<file path="src/hdl/cht_pkg.sv">
`default_nettype none
// ----------------------------------------------------------------------------
// cht_pkg: shared types and constants of the cuckoo hash table
// Request codes, field widths, register map and the sequencer control struct.
// ----------------------------------------------------------------------------
package cht_pkg;

  localparam int unsigned TableDepthDefault = 1024;
  localparam int unsigned KeyW   = 31;
  localparam int unsigned SizeW  = 11;
  localparam int unsigned KickW  = 12;
  localparam int unsigned IdxW   = 10;
  localparam int unsigned ReqW   = 2;
  localparam int unsigned AddrW  = 4;

  localparam logic [ReqW-1:0] ReqInsert = 2'd0;
  localparam logic [ReqW-1:0] ReqRead   = 2'd1;
  localparam logic [ReqW-1:0] ReqClear  = 2'd2;

  localparam logic [AddrW-1:0] AddrSizeOne = 4'h0;
  localparam logic [AddrW-1:0] AddrSizeTwo = 4'h4;
  localparam logic [AddrW-1:0] AddrKick    = 4'h8;

  typedef struct packed {
    logic [ReqW-1:0] req_type;
    logic [KeyW-1:0] key;
    logic            table_select;
    logic [IdxW-1:0] entry_index;
  } req_t;

  typedef struct packed {
    logic            status;
    logic [KeyW-1:0] dropped_key;
    logic [KickW-1:0] kicks_used;
    logic            entry_valid;
    logic [KeyW-1:0] entry_key;
  } rsp_t;

  // control from sequencer to the shared modulo unit
  typedef struct packed {
    logic            start;
    logic [KeyW-1:0] dividend;
    logic [SizeW-1:0] divisor;
  } mod_req_t;

endpackage
`default_nettype wire

</file>
<file path="src/hdl/cht_mod.sv">
`default_nettype none
// ----------------------------------------------------------------------------
// cht_mod: shared restoring modulo unit
// One quotient bit a cycle; the remainder is valid when done_o is high.
// ----------------------------------------------------------------------------
module cht_mod (
  input  wire logic               clk_i,
  input  wire logic               rst_ni,
  input  wire cht_pkg::mod_req_t  req_i,
  output logic                    done_o,
  output logic [cht_pkg::SizeW-1:0] rem_o
);
  import cht_pkg::*;

  localparam int unsigned CntW = $clog2(KeyW + 1);

  logic [KeyW-1:0]  shift_q, shift_d;
  logic [SizeW:0]   rem_q, rem_d;
  logic [SizeW-1:0] div_q, div_d;
  logic [CntW-1:0]  cnt_q, cnt_d;
  logic             busy_q, busy_d;
  logic             done_q, done_d;
  logic [SizeW+1:0] trial;

  always_comb begin
    shift_d = shift_q;
    rem_d   = rem_q;
    div_d   = div_q;
    cnt_d   = cnt_q;
    busy_d  = busy_q;
    done_d  = 1'b0;
    trial   = {rem_q, shift_q[KeyW-1]} - {2'b00, div_q};
    if (req_i.start) begin
      shift_d = req_i.dividend;
      rem_d   = '0;
      div_d   = req_i.divisor;
      cnt_d   = CntW'(KeyW);
      busy_d  = 1'b1;
    end else if (busy_q) begin
      if (trial[SizeW+1]) rem_d = {rem_q[SizeW-1:0], shift_q[KeyW-1]};
      else rem_d = trial[SizeW:0];
      shift_d = {shift_q[KeyW-2:0], 1'b0};
      cnt_d   = cnt_q - 1'b1;
      if (cnt_q == CntW'(1)) begin
        busy_d = 1'b0;
        done_d = 1'b1;
      end
    end
  end

  always_ff @(posedge clk_i or negedge rst_ni) begin
    if (!rst_ni) begin
      busy_q <= 1'b0;
      done_q <= 1'b0;
      cnt_q  <= '0;
    end else begin
      busy_q <= busy_d;
      done_q <= done_d;
      cnt_q  <= cnt_d;
    end
  end

  always_ff @(posedge clk_i) begin
    shift_q <= shift_d;
    rem_q   <= rem_d;
    div_q   <= div_d;
  end

  assign done_o = done_q;
  assign rem_o  = rem_q[SizeW-1:0];
endmodule
`default_nettype wire

</file>
<file path="config.mk">
export PLATFORM = sky130hd
export DESIGN_NAME = cht_mod
export DESIGN_NICKNAME = d
export VERILOG_FILES = /design/src/hdl/cht_pkg.sv /design/src/hdl/cht_mod.sv
export SDC_FILE = /design/constraint.sdc
export NUM_CORES = 1
export LEC_CHECK = 0
export ABC_AREA = 1
export CAP_MARGIN = 20
export CORE_ASPECT_RATIO = 0.9
export CORE_MARGIN = 2
export CORE_UTILIZATION = 30
export DETAILED_ROUTE_END_ITERATION = 10
export DONT_BUFFER_PORTS = 1
export GPL_TIMING_DRIVEN = 0
export PLACE_DENSITY_LB_ADDON = 0.15
export SYNTH_ARGS = -nofsm -noshare
export SYNTH_HDL_FRONTEND = slang
export SYNTH_SLANG_ARGS = --single-unit
</file>
<file path="constraint.sdc">
create_clock -name clk_i -period 2.4 [get_ports clk_i]
set_input_delay 0.48 -clock clk_i [delete_from_list [all_inputs] [get_ports clk_i]]
set_output_delay 0.48 -clock clk_i [all_outputs]
set_load 0.02 [all_outputs]
</file>
**Word level (Yosys, flattened, before mapping)**

Cells that the tools add are included.

- Output and inout port bits: 12
- Word-level logic and storage cells: 21
- Register bits after elaboration: 61

- Mux-type cells: 11
- Equality and inequality tests: 1
- $add $sub $neg: 2
- Reductions and logical operators: 1

Operators by type and width:

| operator | count |
|---|---|
| $mux 31 | 2 |
| $sub 13x11->13 | 1 |
| $mux 12 | 1 |
| $mux 5 | 2 |
| $mux 1 | 6 |
| $eq 5x1->1 const B | 1 |
| $sub 5x1->5 const B | 1 |
| $reduce_bool 2->1 | 1 |

**Longest topological paths before layout**

- Depth in word-level cells: 4
- Gate-level depth with buffers: 14

**Worst setup path before layout**

OpenSTA, ideal clock, no wires.

- Path kind: register -> register
- Start point: register shift_q[30]
- End point: register rem_q[7]
- Path buffers: 1
- Required time: 2.287 ns
- Clock period less this slack: 1.887 ns
- Arrival: 1.774 ns
- Cell stages (with the launch flop): 14
- Slack: 0.513 ns
- Cell sequence: edfxtp_1 > inv_1 > ha_1 > inv_2 > fa_1 > nand3_1 > nand3_2 > nand3_2 > nand4_1 > nand2_2 > buf_6 > nand2_1 > nand3_1 > nand2_1

- Word-level cells in the longest chain between the ends: 2

Ends and longest elaborated chain:

| what | line | RTL |
|---|---|---|
| from (decl) | cht_mod.sv:17 | `logic [KeyW-1:0] shift_q, shift_d;` |
| from (signal assigned) | cht_mod.sv:64 | `shift_q <= shift_d;` |
| $sub 13x11->13 | cht_mod.sv:32 | `trial = {rem_q, shift_q[KeyW-1]} - {2'b00, div_q};` |
| $mux 12 | cht_mod.sv:40 | `if (trial[SizeW+1]) rem_d = {rem_q[SizeW-1:0], shift_q[KeyW-1]};` |
| to (signal assigned) | cht_mod.sv:65 | `rem_q <= rem_d;` |
| to (decl) | cht_mod.sv:18 | `logic [SizeW:0] rem_q, rem_d;` |

Every way passes these cells.
A chain may end at the register's enable or synchronous reset.

**Final worst setup path**

- Start point: register shift_q[30]
- End point: register rem_q[5]

Same word-level chain as after synthesis.

==> metrics.md <==
| Metric | Value |
|---|---|
| Status | complete, no violations |
| Number of synthesized flops with an enable pin | 42 |
| #FFs+latches synth | 61 |
| Fmax | 457 MHz |
| Post-CTS Setup Bufs | 0 |
| Combinational power share | 36.1% |
| Syn-to-layout area delta | 15.8% |
| Sw power | 1.52 mW |
| CTS clk-pin slew, worst paths | 0.05 ns |
| CP peak stage delay | 0.43 ns |
| Sink Count | 61 |
| Switch share | 35.5% |
| Internal power | 2.77 mW |
| Worst Hold Launch | req_i[6] |
| Ports | 57 |
| WP buf/inv | 3 |
| Syn Nets | 484 |
| Die area | 0.0121 mm2 |
| ANT nets after route | 0 |
| Pwr Density | 1100 mW/mm2 |
| Root Buffer | clkbuf_16 |
| IO buf count | 0 |
| Setup-failing EPs final | 0 |
| CTS tree | built |
| Inserted Clock Buffers | 9 |
| Via-to-Cell Ratio | 4.29 |
| Critical setup path kind | flip-flop to flip-flop |
| P_leak | 1.95 nW |
| Ys async rst share | 11.5% |
| DRT Pass-1 Iters | 4 |
| Site Rows | 36 |
| CP Data Arrival Time | 2.41 ns |
| Top_reg_cell synth | edfxtp_1 |
| Routed wire per std cell | 12.3 um |
| Routed Wire Length | 7.34 mm |
| H-Tree Depth | 3 |
| # resized after CTS | 0 |
| Worst EP required | 2.62 ns |
| Worst-case clock skew | 0.00467 ns |
| Via Count | 2554 |
| Commonest non-fill, non-tap cell in the layout | nand2_1 |
| Hold Worst Slack | 0.244 ns |
| Slew at the pin closest to its max-slew limit | 0.660 ns |
| CP max FO | 10 |
| Ratio of cells with drive above 1 in the final layout | 10.6% |
| CP startpoint | shift_q[30] |
| Syn Area/Cell | 7.96 um2 |
| Critical-path cell list | inv_1 -> ha_1 -> inv_2 -> fa_1 -> nand3_1 -> nand3_2 -> nand3_2 -> nand4_1 -> nand2_2 -> buf_6 -> nand2_1 -> nand3_1 -> nand2_1 |
| Number of antenna violations at the first check in global routing | 1 |
| RD Place Congestion | 0.832 |
| Area contributors post-synth | edfxtp_1, nand2_1, dfxtp_1, inv_1, dfrtp_1 |
| Max Cap Violations | 0 |
| Synth Cell Area | 0.00338 mm2 |
| Reg power frac | 32.4% |
| VDD IR max | 0.000389 V |
| Die Ht | 105 um |
| Total Power | 4.29 mW |
| Netlist cell types | 28 |
| Worst Setup Start Kind | flip-flop |
| Post-Syn Instances | 425 |
| # hold bufs at CTS | 1 |
| Critical-path top delay cell | fa_1 |
| Total global-route track usage | 13.4% |
| Final Hold Viols | 0 |
| Post-Route Setup TNS | 0 ns |
| Fin nets | 497 |
| DRC viols | 0 |
| Max clock buf depth | 2 |
| Crit path capture type | flip-flop |
| Vias in the first global route | 2672 |
| Max transition margin | 55.9% |
| Min Tclk post-route | 2.19 ns |
| Crit share post-route | 91.2% |
| HPWL Detailed | 5.48 mm |
| Register area share after synthesis | 49.6% |
| First-pass GRT wire length | 12.5 mm |
| Post-synth top area share | 37.3% |
| Worst min path class | input port to flip-flop |
| Core Util, Final | 35.9% |
| Slew Limit Fails | 0 |
| RSZ-0062 raised after global routing | no |
| Top delay family on crit path | simple AND/OR/NAND/NOR gates |
| Die span in x | 116 um |
| Most frequent cells in the layout | nand2_1, inv_1, edfxtp_1, nand3_1, nor2_1 |
| Reg-to-Reg Start | shift_q[30] |
| Area of the core | 0.0109 mm2 |
| Starting Density | 31.0% |
| Yosys top cell by area | edfxtp_1 |
| GR Overflow Total | 0 |
| Initial drt markers | 67 |
| Power share of the clock group | 31.5% |
| Largest net degree at the start of global routing | 20 |
| Synth Warn # | 0 |
| Clk Latency, worst-skew pair | 0.33 ns |
[state kept, by name, indices dropped and copies added, names as in the netlist]
| register | cells |
|---|---|
| busy_q | 1 |
| cnt_q | 5 |
| div_q | 11 |
| done_o | 1 |
| rem_q | 12 |
| shift_q | 31 |
[cell families (layout without fill, tap and decap cells)]
logic type               after synthesis  count (layout)  share of synthesized area (%)
AND/OR/NAND/NOR                      246             246                           30.1
AO/OA/AOI/OAI                         14              14                           2.33
other                                  0               1                              0
flip-flops                            61              61                           49.6
adder cells (fa/ha/maj)               14              14                           5.40
XOR/XNOR                               6               6                           1.55
buffers and inverters                 84             101                           11.0
[through the flow]
stage | std cells | area (um2) | setup slack (ns)
global placement | 577 | 3570 | 0.0456
global route | 594 | 3920 | 0.00712
detailed placement | 578 | 3600 | 0.180
finish | 595 | 3920 | 0.210
floorplan | 425 | 3380 | 0.513
CTS | 594 | 3920 | 0.164
[cell type report]
type                       instances  area [um2]
sequential                        61        1680
tap                              152         190
timing repair buffer               2        37.5
buffer                            22         140
fill                            1182        6980
clock buffer                      10         229
clock inverter                     5        76.3
antenna                            1        2.50
multi-input combinational        280        1330
inverter                          62         233
[power groups by stage]
stage,registers [mW],clock network [mW],logic [mW]
after floorplan,1.38,0,1.27
after global placement,1.41,0,1.55
after detailed placement,1.41,0,1.56
after CTS,1.39,1.40,1.57
after global routing,1.41,1.45,1.78
final,1.39,1.35,1.55
[Yosys cell counts (2+ instances only)]
cell type    n
dfxtp_1     12
inv_1       55
nand3_1     24
xor2_1       3
nand3_2      3
dfrtp_1      7
inv_2        6
nand2_1    186
buf_6        2
o21ai_0      4
nand4_1      7
nand2_2      7
a21oi_1      7
nor2_1      16
buf_4       11
xnor2_1      3
ha_1        13
clkbuf_1     8
edfxtp_1    42
[final timing paths]
kind	end	slack, ns	depth (start not counted)
worst max-delay path	rem_q[5]	0.21	13
worst min-delay path	div_q[6]	0.24	0
max in group asynchronous	cnt_q[1]	1.64	1
worst max register to register	rem_q[5]	0.21	13
min in group asynchronous	done_o	0.49	1
worst min register to register	rem_q[10]	0.48	2
[per-layer routing]
metal	wire, um	global-route usage, %
met5	0	0
met4	112	4.68
met3	526	5.74
met2	3330	21.9
met1	3370	15.7
Note: power is estimated with default switching activity, not from simulation.
